[config.mk]
export PLATFORM = sky130hd
export DESIGN_NAME = tcp_option_order_match
export DESIGN_NICKNAME = d
export VERILOG_FILES = /design/src/design/tcpoom_pkg.sv /design/src/design/tcpoom_locate.sv /design/src/design/tcp_option_order_match.sv
export SDC_FILE = /design/constraint.sdc
export NUM_CORES = 1
export LEC_CHECK = 0
export BUFFER_PORTS_ARGS = -buffer_cell sky130_fd_sc_hd__buf_4
export CAP_MARGIN = 15
export CELL_PAD_IN_SITES_DETAIL_PLACEMENT = 0
export CELL_PAD_IN_SITES_GLOBAL_PLACEMENT = 1
export CORE_UTILIZATION = 51
export CTS_CLUSTER_DIAMETER = 100
export CTS_CLUSTER_SIZE = 25
export DETAILED_ROUTE_END_ITERATION = 12
export PLACE_DENSITY = 0.91
export SYNTH_ARGS = -nofsm -noshare
export SYNTH_HDL_FRONTEND = slang
export SYNTH_SLANG_ARGS = --single-unit
[constraint.sdc]
create_clock -name clk -period 3.7 [get_ports clk]
set_input_delay 0.74 -clock clk [delete_from_list [all_inputs] [get_ports clk]]
set_output_delay 0.74 -clock clk [all_outputs]
set_load 0.01 [all_outputs]
[src/design/tcpoom_pkg.sv]
// Shared types and constants for the TCP option order matcher.
package tcpoom_pkg;

  localparam int SLOT_BITS = 3;
  localparam int NCODES    = 8;
  localparam int CFG_IDX_W = 2;
  localparam int LATENCY   = 4;

  typedef logic [SLOT_BITS-1:0] code_t;
  typedef logic [CFG_IDX_W-1:0] cfg_idx_t;
  typedef logic [1:0]           grade_t;

  typedef enum logic [CFG_IDX_W-1:0] {
    REG_MSS       = 2'd0,
    REG_WINDOW    = 2'd1,
    REG_SACK      = 2'd2,
    REG_TIMESTAMP = 2'd3
  } reg_idx_t;

  localparam code_t RST_MSS       = 3'd2;
  localparam code_t RST_WINDOW    = 3'd3;
  localparam code_t RST_SACK      = 3'd4;
  localparam code_t RST_TIMESTAMP = 3'd5;

  localparam grade_t GRADE_VIOLATED  = 2'd0;
  localparam grade_t GRADE_CONSISTENT = 2'd1;
  localparam grade_t GRADE_IDENTICAL = 2'd2;

endpackage

[src/design/tcpoom_locate.sv]
// Finds first and last live slot of every option code in a packed option word.
module tcpoom_locate #(
  parameter int WORD_BITS = 64
) (
  input  logic [WORD_BITS-1:0]                                  word,
  output logic [tcpoom_pkg::NCODES-1:0]                         present,
  output logic [tcpoom_pkg::NCODES-1:0][$clog2((WORD_BITS+2)/3)-1:0] first_pos,
  output logic [tcpoom_pkg::NCODES-1:0][$clog2((WORD_BITS+2)/3)-1:0] last_pos
);

  localparam int SLOTS    = (WORD_BITS + tcpoom_pkg::SLOT_BITS - 1) / tcpoom_pkg::SLOT_BITS;
  localparam int PAD_BITS = SLOTS * tcpoom_pkg::SLOT_BITS;
  localparam int POS_W    = $clog2(SLOTS);

  logic [PAD_BITS-1:0] padded;
  logic [SLOTS-1:0]    live;

  // a slot is scanned only while it or a higher bit is set
  always_comb begin
    padded = PAD_BITS'(word);
    for (int s = 0; s < SLOTS; s++) begin
      live[s] = |(padded >> (s * tcpoom_pkg::SLOT_BITS));
    end
  end

  always_comb begin
    for (int c = 0; c < tcpoom_pkg::NCODES; c++) begin
      present[c]   = 1'b0;
      first_pos[c] = '0;
      last_pos[c]  = '0;
      for (int s = 0; s < SLOTS; s++) begin
        if (live[s] &&
            padded[s*tcpoom_pkg::SLOT_BITS +: tcpoom_pkg::SLOT_BITS] ==
              tcpoom_pkg::code_t'(c)) begin
          if (!present[c]) begin
            first_pos[c] = POS_W'(s);
          end
          last_pos[c] = POS_W'(s);
          present[c]  = 1'b1;
        end
      end
    end
  end

endmodule

[src/design/tcp_option_order_match.sv]
// Top level: pipelined TCP option order matcher.
// Result strobe (done) is the taken start beat carried through s0_valid, s1_valid, s2_valid and done.
// Throughput: one beat per cycle; busy stays low, start may be held high.
// Stages: input register, code location, pairwise order compare, grade.
// Synchronous active-high reset empties the pipeline and reloads the four
// option codes to 2, 3, 4 and 5; the receiver cannot stall results.
module tcp_option_order_match #(
  parameter int WORD_BITS = 64
) (
  input  logic                         clk,
  input  logic                         rst,
  input  logic                         start,
  output logic                         busy,
  input  logic [WORD_BITS-1:0]         target_options,
  input  logic [WORD_BITS-1:0]         signature_options,
  output logic                         done,
  output logic [1:0]                   match_grade,
  input  logic                         cfg_valid,
  output logic                         cfg_ready,
  input  logic [tcpoom_pkg::CFG_IDX_W-1:0] cfg_index,
  input  logic [2:0]                   cfg_data
);

  localparam int SLOTS = (WORD_BITS + tcpoom_pkg::SLOT_BITS - 1) / tcpoom_pkg::SLOT_BITS;
  localparam int POS_W = $clog2(SLOTS);
  localparam int NC    = tcpoom_pkg::NCODES;

  typedef logic [NC-1:0][POS_W-1:0] pos_vec_t;

  tcpoom_pkg::code_t code_mss, code_window, code_sack, code_timestamp;

  // stage 0: captured beat
  logic                 s0_valid;
  logic [WORD_BITS-1:0] s0_tar, s0_sig;

  // stage 1: code locations
  logic                 s1_valid, s1_equal;
  logic [NC-1:0]        s1_tar_present, s1_sig_present;
  pos_vec_t             s1_tar_first, s1_tar_last, s1_sig_first;

  // stage 2: order violations per code pair
  logic                 s2_valid, s2_equal;
  logic [NC*NC-1:0]     s2_viol;

  logic [NC-1:0]        tar_present, sig_present;
  pos_vec_t             tar_first, tar_last, sig_first, sig_last;
  logic [NC-1:0]        important;
  logic [NC*NC-1:0]     viol_next;
  tcpoom_pkg::grade_t   grade_next;

  assign busy      = 1'b0;
  assign cfg_ready = 1'b1;

  always_ff @(posedge clk) begin
    if (rst) begin
      code_mss       <= tcpoom_pkg::RST_MSS;
      code_window    <= tcpoom_pkg::RST_WINDOW;
      code_sack      <= tcpoom_pkg::RST_SACK;
      code_timestamp <= tcpoom_pkg::RST_TIMESTAMP;
    end else if (cfg_valid && cfg_ready) begin
      unique case (tcpoom_pkg::reg_idx_t'(cfg_index))
        tcpoom_pkg::REG_MSS:       code_mss       <= cfg_data;
        tcpoom_pkg::REG_WINDOW:    code_window    <= cfg_data;
        tcpoom_pkg::REG_SACK:      code_sack      <= cfg_data;
        tcpoom_pkg::REG_TIMESTAMP: code_timestamp <= cfg_data;
        default: ;
      endcase
    end
  end

  tcpoom_locate #(.WORD_BITS(WORD_BITS)) u_locate_tar (
    .word      (s0_tar),
    .present   (tar_present),
    .first_pos (tar_first),
    .last_pos  (tar_last)
  );

  tcpoom_locate #(.WORD_BITS(WORD_BITS)) u_locate_sig (
    .word      (s0_sig),
    .present   (sig_present),
    .first_pos (sig_first),
    .last_pos  (sig_last)
  );

  always_comb begin
    for (int c = 0; c < NC; c++) begin
      important[c] = (tcpoom_pkg::code_t'(c) == code_mss)    ||
                     (tcpoom_pkg::code_t'(c) == code_window) ||
                     (tcpoom_pkg::code_t'(c) == code_sack)   ||
                     (tcpoom_pkg::code_t'(c) == code_timestamp);
    end
  end

  // code a seen before code b in target, yet found later in signature
  always_comb begin
    for (int a = 0; a < NC; a++) begin
      for (int b = 0; b < NC; b++) begin
        viol_next[a*NC+b] = s1_tar_present[a] && s1_tar_present[b] &&
                            s1_sig_present[a] && s1_sig_present[b] &&
                            important[a] && important[b] &&
                            (s1_tar_first[a] < s1_tar_last[b]) &&
                            (s1_sig_first[a] > s1_sig_first[b]);
      end
    end
  end

  always_comb begin
    if (s2_equal) begin
      grade_next = tcpoom_pkg::GRADE_IDENTICAL;
    end else if (|s2_viol) begin
      grade_next = tcpoom_pkg::GRADE_VIOLATED;
    end else begin
      grade_next = tcpoom_pkg::GRADE_CONSISTENT;
    end
  end

  always_ff @(posedge clk) begin
    if (rst) begin
      s0_valid <= 1'b0;
      s1_valid <= 1'b0;
      s2_valid <= 1'b0;
      done     <= 1'b0;
    end else begin
      s0_valid <= start && !busy;
      s1_valid <= s0_valid;
      s2_valid <= s1_valid;
      done     <= s2_valid;
    end
  end

  always_ff @(posedge clk) begin
    s0_tar         <= target_options;
    s0_sig         <= signature_options;
    s1_equal       <= (s0_tar == s0_sig);
    s1_tar_present <= tar_present;
    s1_sig_present <= sig_present;
    s1_tar_first   <= tar_first;
    s1_tar_last    <= tar_last;
    s1_sig_first   <= sig_first;
    s2_equal       <= s1_equal;
    s2_viol        <= viol_next;
    match_grade    <= grade_next;
  end

  // last positions of the signature are not needed
  logic unused_sig_last;
  assign unused_sig_last = ^sig_last;

endmodule

# [Yosys cells after proc, flatten, opt, wreduce, memory -nomap -nowiden]
# Cells that the tools add are included.
[op_classes] order_cmp=128 eq_ne=326 mux=1127 reduce_logical=880
[ops] cell="5-bit 2-to-1 mux" count=644
[ops] cell="1-bit logical AND" count=750
[ops] cell="3-bit == test, second input constant" count=168
[ops] cell="1-bit 2-to-1 mux" count=353
[ops] cell="5-bit > comparator" count=64
[ops] cell="5-bit less-than comparator" count=64
[ops] cell="3-bit by 2-bit == test with 1-bit output, second input constant" count=84
[ops] cell="4-bit 2-to-1 mux" count=56
[ops] cell="64-bit OR reduction" count=3
[ops] cell="3-bit 2-to-1 mux" count=60
[ops] cell="3-bit logical NOT" count=48
[ops] cell="3-bit by 1-bit == test with 1-bit output, second input constant" count=42
[ops] cell="61-bit OR reduction" count=2
[ops] cell="58-bit OR reduction" count=2
[ops] cell="55-bit OR reduction" count=2
[ops] cell="52-bit OR reduction" count=2
[ops] cell="49-bit OR reduction" count=2
[ops] cell="46-bit OR reduction" count=2
[ops] cell="43-bit OR reduction" count=2
[ops] cell="40-bit OR reduction" count=2
[ops] cell="37-bit OR reduction" count=2
[ops] cell="34-bit OR reduction" count=2
[ops] cell="64-bit == test" count=1
[ops] cell="31-bit OR reduction" count=2
[ops] cell="other kinds (21)" count=102
[word_totals] reg_bits=348 input_bits=137 output_inout_bits=5 word_cells=2525

# [Logic depth before layout (Yosys ltp)]
# Gate-level depths: netlist of run 1.
[depth] ltp_word=45 mapped_depth=10

# [Hierarchy]
# A second synthesis of run 1 with hierarchy kept.
[unflattened] cells_unflattened=3359 hier_area_um2=26588.0
[modules_own_cells] module="tcp_option_order_match" instances=1 cells_per_inst=1570 area_per_inst_um2=16432.0 seq_area_each_um2=6806.5
[modules_own_cells] module="tcpoom_locate at u_locate_sig" instances=1 cells_per_inst=891 area_per_inst_um2=5156.2 seq_area_each_um2=0.0
[modules_own_cells] module="tcpoom_locate at u_locate_tar" instances=1 cells_per_inst=898 area_per_inst_um2=4999.8 seq_area_each_um2=0.0

# [Worst setup path before layout of run 1]
# Ideal clock, no wire load.
[synth_path] path_kind="register -> register" startpoint="reg s0_tar[27]" endpoint="reg s1_tar_first[0] (netlist bit)" setup_ns=0.128 t_arrival_ns=2.295 required_time_ns=3.572 slack_ns=1.277 path_stages_with_launch=11 n_path_buf=2 synth_period_minus_slack_ns=2.423 cell_sequence="dfxtp_1 buf_2 or3_1 buf_2 nor4_2 nand4_2 or4b_1 nand3_1 o32ai_1 a32oi_1 o22ai_1"
[synth_lines] item="start: declaration" line_no="tcp_option_order_match.sv:34" source="logic [WORD_BITS-1:0] s0_tar, s0_sig;"
[synth_lines] item="start signal: assignment" line_no="tcp_option_order_match.sv:132" source="s0_tar <= target_options;"
[synth_lines] item="end signal: assignment" line_no="tcp_option_order_match.sv:137" source="s1_tar_first <= tar_first;"
[synth_lines] item="end: declaration" line_no="tcp_option_order_match.sv:39" source="pos_vec_t s1_tar_first, s1_tar_last, s1_sig_first;"

==> summary.md, run 1 <==
| Metric | Value |
|---|---|
| Status | finished, final reports clean |
| Worst setup path start | s0_tar[13] |
| Io pins | 142 |
| Post-layout util | 55.8% |
| EDFF count, synth | 0 |
| Switching Share | 41.0% |
| Worst hold slack | 0.262 ns |
| Detailed router's first-iteration violation count | 2941 |
| Dpl cell area | 0.0268 mm2 |
| Max_slew headroom | 22.1% |
| Final hold viol count | 0 |
| Reg2reg path depth | 8 |
| Net count after synthesis | 3645 |
| Maximum clock rate | 0.293 GHz |
| Final WL | 104000 um |
| Antenna-violating nets left | 0 |
| Clock Latency Late Sink | 0.58 ns |
| Postcts setup bufs | 0 |
| Largest net degree at the start of global routing | 26 |
| Drt wl/cell | 27.1 um |
| Final non-filler cell area | 0.0274 mm2 |
| Syn. warnings | 0 |
| Crit path max fanout | 9 |
| Area delta synth->final | 7.58% |
| Worst reg2reg startpoint | s0_tar[13] |
| Vias in the first global route | 23400 |
| Total Routing Usage GR | 40.2% |
| Layout cells sized above 1 | 8.18% |
| Initial Util | 51.8% |
| Peak supply drop | 0.000391 V |
| CORE AREA | 0.0492 mm2 |
| Htree depth | 1 |
| Number of setup violations in the final report | 0 |
| Rows | 81 |
| Routed vias/inst | 6.56 |
| CTS buffer count | 20 |
| HPWL after DPL | 84600 um |
| Setup TNS | 0 ns |
| Post-synth cell types | 88 |
| Post-Syn Instances | 3144 |
| Total vias in the final route | 25300 |
| I/O Buffers | 139 |
| Worst Hold Launch | signature_options[39] |
| Number of max-cap violations | 0 |
| Yosys reg bits | 340 |
| Mean Syn Cell Area | 8.10 um2 |
| Static leakage | 12.3 nW |
| Slew @ Worst Pin | 1.17 ns |
| Max Slew Vio Count | 0 |
| First-pass GRT wire length | 151000 um |
| Post-synthesis async set-or-reset flop share | 0% |
| DRC | 0 |
| Max clock buf depth | 3 |
| Hold buffer count at CTS | 0 |
| CP required | 4.09 ns |
| Clock share of power | 21.8% |
| Comb pwr share | 37.3% |
| Pint | 6.83 mW |
| Initial antenna violation count | 4 |
| Final worst slack | 0.285 ns |
| Final #Nets | 3682 |
| Die ar. | 0.0509 mm2 |
| Pre-antenna DRT Iters | 6 |
| Die H | 226 um |
| Clock Skew | 0.0290 ns |
| Clk sink count | 340 |
| Crit Path Category | flip-flop to flip-flop |
| Critical path capture point type | flip-flop |
| CTS tree | done |
| Routability congestion estimate from global placement | 1.05 |
| Syn Std Cell Area | 0.0255 mm2 |
| NetSw | 4.75 mW |
| Post-synth top flop | dfxtp_1 |
| WP data arrival | 3.81 ns |
| Diodes inserted | 0 |
| Tcrit/Tclk final | 92.3% |
| Pre-CTS setup slack | 0.454 ns |
| Hold Crit Class | primary input to flip-flop |
| CTS resizes | 0 |
| Grt total ovfl | 0 |
| RSZ-0062 raised after global routing | false |
| DIE WIDTH | 226 um |
| Post-synthesis sequential area ratio | 26.7% |
| Min Tclk post-route | 3.42 ns |
| CTS clk-pin slew, worst paths | 0.10 ns |
| CP Launch Type | flip-flop |
| Pwr Density | 422 mW/mm2 |
| Hold Path Cell Cnt | 1 |
| Clock root cell | clkbuf_16 |
| Sequential share of power | 40.9% |
[Yosys cell counts (all sizes together), types with 17 or more instances]
cell type | number | area share, %
o21a | 52 | 1.5
nand3 | 81 | 1.6
or3b | 31 | 1.1
a21boi | 19 | 0.56
a21oi | 215 | 4.2
or2 | 18 | 0.44
a2111oi | 37 | 1.3
nor4 | 48 | 1.3
o22ai | 17 | 0.42
and3b | 29 | 1.0
or3 | 30 | 0.77
nand3b | 81 | 2.4
and3 | 64 | 1.6
clkbuf | 121 | 2.1
nand2b | 134 | 3.3
nor2 | 237 | 3.5
o21ai | 203 | 4.0
a31oi | 37 | 0.93
nor3 | 71 | 1.6
nand4 | 40 | 1.0
dfxtp | 340 | 27
nor2b | 107 | 2.6
nor3b | 91 | 2.7
a21o | 35 | 1.0
nand2 | 268 | 3.9
inv | 100 | 1.5
and2 | 23 | 0.56
xor2 | 64 | 2.2
buf | 23 | 0.71
ha | 364 | 18
[metrics by stage]
| stage | instances | power (mW) |
|---|---|---|
| 2_1_floorplan | 3144 | 7.13 |
| 3_3_place_gp | 3823 | 8.71 |
| 3_5_place_dp | 3823 | 8.89 |
| 4_1_cts | 3853 | 11.4 |
| 5_1_grt | 3853 | 12.1 |
| 6_report | 3853 | 11.6 |
[path summary, 6_finish.rpt]
| path | slack [ns] | to |
|---|---|---|
| worst min register to register | 0.34 | s2_equal |
| worst min-delay path | 0.26 | s0_sig[39] |
| worst max register to register | 0.28 | s1_tar_first[11] |
| worst max-delay path | 0.28 | s1_tar_first[11] |
[critical path, stage by stage, from the launching register on]
cell      delay, ns
dfxtp_1        0.54
nor3b_1        0.98
nor2_1         0.33
nand4_1        0.47
nand2b_1       0.22
nor3_1         0.08
a211oi_1       0.24
o211ai_1       0.16
o311ai_0       0.22
[flip-flops by register name (all words and copies together) (netlist names), 2 cells and up]
name / count
code_sack: 3
s0_tar: 64
code_timestamp: 3
s1_tar_last: 40
s1_tar_present: 8
s0_sig: 64
s2_viol: 56
code_window: 3
code_mss: 3
match_grade: 2
s1_sig_present: 8
s1_tar_first: 40
s1_sig_first: 40
[logic make-up (layout without fill, tap and decap cells)]
kind of cell             after synthesis  count (layout)  share of synthesized area, %
AND/OR/NAND/NOR                     1369            1369                          30.0
AO/OA/AOI/OAI                        753             753                          18.6
adder cells (fa/ha/maj)              364             364                          17.9
buffers and inverters                244             289                          4.32
flip-flops                           340             340                          26.7
other                                  2               2                        0.0295
XOR/XNOR                              64              64                          2.20
multiplexers                           8               8                         0.314
[area by class of cell]
cell class	count	area [um2]
fillers	4621	21700
multi-input cells	2560	17600
flip-flops and latches	340	6810
repair buffers	159	1190
well taps	664	831
clock buffers	21	504
inverters	100	375
clock inverters	9	128
[per-layer routing]
metal	wire, um	track usage [%]	vias to the layer above
met2	44100	60.5	1456
met5	0	0	-
li1	-	-	11500
met3	9490	7.12	331
met4	7790	26.1	0
met1	43100	52.8	12000
[placed cells by master (no fill, tap or decap), drive strengths merged, types with 91 or more instances in the layout]
cell | synthesis | routed
a21oi | 215 | 215
buf | 23 | 159
dfxtp | 340 | 340
ha | 364 | 364
inv | 100 | 104
nand2 | 268 | 268
nand2b | 134 | 134
nor2 | 237 | 237
nor2b | 107 | 107
nor3b | 91 | 91
o21ai | 203 | 203
[power groups by stage]
stage | clock (mW) | sequential (mW) | combinational, mW
3_5_place_dp | 0 | 4.77 | 4.12
6_report | 2.53 | 4.73 | 4.31
2_1_floorplan | 0 | 4.31 | 2.82
3_3_place_gp | 0 | 4.76 | 3.95
5_1_grt | 2.67 | 4.75 | 4.68
4_1_cts | 2.54 | 4.69 | 4.14
Note: power is estimated with default switching activity, not from simulation.
==> inputs of run 2 (changes only) <==
--- a/config.mk
+++ b/config.mk
@@ -11,9 +11,9 @@
 export CELL_PAD_IN_SITES_GLOBAL_PLACEMENT = 1
 export CORE_UTILIZATION = 51
 export CTS_CLUSTER_DIAMETER = 100
-export CTS_CLUSTER_SIZE = 25
 export DETAILED_ROUTE_END_ITERATION = 12
 export PLACE_DENSITY = 0.91
 export SYNTH_ARGS = -nofsm -noshare
 export SYNTH_HDL_FRONTEND = slang
+export SYNTH_HIERARCHICAL = 1
 export SYNTH_SLANG_ARGS = --single-unit
==> summary.md, run 2 <==
| Metric | Value |
|---|---|
| Die ar. | 0.0511 mm2 |
| Layout cells sized above 1 | 10.7% |
| Clock Latency Late Sink | 0.58 ns |
| Final #Nets | 3768 |
| Max clock buf depth | 3 |
| CORE AREA | 0.0493 mm2 |
| Number of setup violations in the final report | 0 |
| RSZ-0062 raised after global routing | false |
| Io pins | 142 |
| Pre-antenna DRT Iters | 7 |
| Net count after synthesis | 3674 |
| Met3 Use GR | 11.7% |
| Postcts setup bufs | 0 |
| CTS clk-pin slew, worst paths | 0.07 ns |
| Total vias in the final route | 26400 |
| Die H | 226 um |
| Met1 Use GR | 55.3% |
| Total Routing Usage GR | 43.2% |
| Most frequent cells in the layout | ha_1, dfxtp_1, nand2_1 |
| Syn. warnings | 6 |
| DRC | 0 |
| Peak supply drop | 0.000343 V |
| CTS tree | done |
| Htree depth | 2 |
| DIE WIDTH | 226 um |
| Clock Skew | 0.0155 ns |
| Hold buffer count at CTS | 0 |
| Clock root cell | clkbuf_16 |
| Routability congestion estimate from global placement | 1.09 |
| Crit path max fanout | 9 |
| Area delta synth->final | 11.5% |
| Static leakage | 12.8 nW |
| Rows | 81 |
| Slew @ Worst Pin | 1.07 ns |
| Final non-filler cell area | 0.0285 mm2 |
| Crit Path Category | flip-flop to flip-flop |
| Largest net degree at the start of global routing | 17 |
| Initial Util | 51.9% |
| Biggest regs | s0_sig x64, s0_tar x64, s2_viol x56 |
| Final WL | 111000 um |
| Commonest non-fill, non-tap cell in the layout | ha_1 |
| Critical path capture point type | flip-flop |
| Max Slew Vio Count | 0 |
| HPWL after DPL | 86400 um |
| CP Launch Type | flip-flop |
| Routed vias/inst | 6.67 |
| Clk sink count | 340 |
| Max_slew headroom | 28.9% |
| Detailed router's first-iteration violation count | 3564 |
| Maximum clock rate | 0.320 GHz |
| Antenna-violating nets left | 0 |
| Status | finished, final reports clean |
| Final hold viol count | 0 |
| I/O Buffers | 139 |
| Syn Std Cell Area | 0.0256 mm2 |
| CTS buffer count | 39 |
| CP required | 4.14 ns |
| Post-Syn Instances | 3173 |
| Initial antenna violation count | 13 |
| GRT busiest layer | met2 |
| Vias in the first global route | 24400 |
| Number of max-cap violations | 0 |
| Min Tclk post-route | 3.13 ns |
| WP data arrival | 3.57 ns |
| Tcrit/Tclk final | 84.5% |
| Mean Syn Cell Area | 8.06 um2 |
| CTS resizes | 0 |
| Pwr Density | 465 mW/mm2 |
| Dpl cell area | 0.0272 mm2 |
| M2 GR Usage | 62.9% |
| Hold Crit Class | primary input to flip-flop |
| Setup TNS | 0 ns |
| First-pass GRT wire length | 161000 um |
| Grt total ovfl | 0 |
| Drt wl/cell | 28.1 um |
==> run 2: final timing paths <==
path	start	end	slack, ns	cells after the start
setup / recovery	s0_tar[39]	s1_tar_last[1]	0.57	8
hold / removal	signature_options[63]	s0_sig[63]	0.26	1
setup reg to reg	s0_tar[39]	s1_tar_last[1]	0.57	8
hold reg to reg	s1_equal	s2_equal	0.34	0
==> run 2: area by class of cell <==
type | count | area (um2)
Clock inverter | 23 | 314
Sequential cell | 340 | 6810
Multi-Input combinational cell | 2595 | 17800
Clock buffer | 44 | 1030
Inverter | 125 | 469
Tap cell | 664 | 831
Fill cell | 4589 | 20700
Antenna cell | 4 | 10.0
Timing Repair Buffer | 166 | 1250
==> run 2: critical path, cell delays in order, from the launching register on <==
cell and delay [ns]:
dfxtp_1 0.40, nor3_1 0.49, nand4_1 0.29, or3_1 0.57
o32a_1 0.42, a31oi_1 0.20, o21ai_1 0.12, a2111oi_1 0.42
a211oi_1 0.08
==> run 2: power by group <==
group / total, mW / internal (mW) / switching, mW / leakage [nW]
Sequential: 4.75 / 4.02 / 0.730 / 2.83
Clock: 4.15 / 2.45 / 1.70 / 0.664
Combinational: 4.37 / 1.65 / 2.71 / 9.33
Total: 13.3 / 8.12 / 5.14 / 12.8
==> run 2: through the flow <==
| step | utilization (%) | power, mW | hold slack [ns] | setup slack [ns] | instances |
|---|---|---|---|---|---|
| 6_report | 57.9 | 13.3 | 0.262 | 0.574 | 3961 |
| 5_1_grt | 57.9 | 13.8 | 0.260 | 0.453 | 3957 |
| 4_1_cts | 57.9 | 13.0 | 0.246 | 0.645 | 3957 |
| 3_5_place_dp | 55.1 | 8.89 | 0.321 | 0.670 | 3890 |
| 3_3_place_gp | 55.1 | 8.73 | 0.314 | 0.790 | 3890 |
| 2_1_floorplan | - | 7.12 | 0.310 | 1.06 | 3173 |
==> run 2: metal layers <==
metal  part of all wire (%)  up-vias
met5                  0.084        -
met2                     41     1862
met4                    7.9       12
met1                     39    12300
met3                     12      424
li1                       -    11900
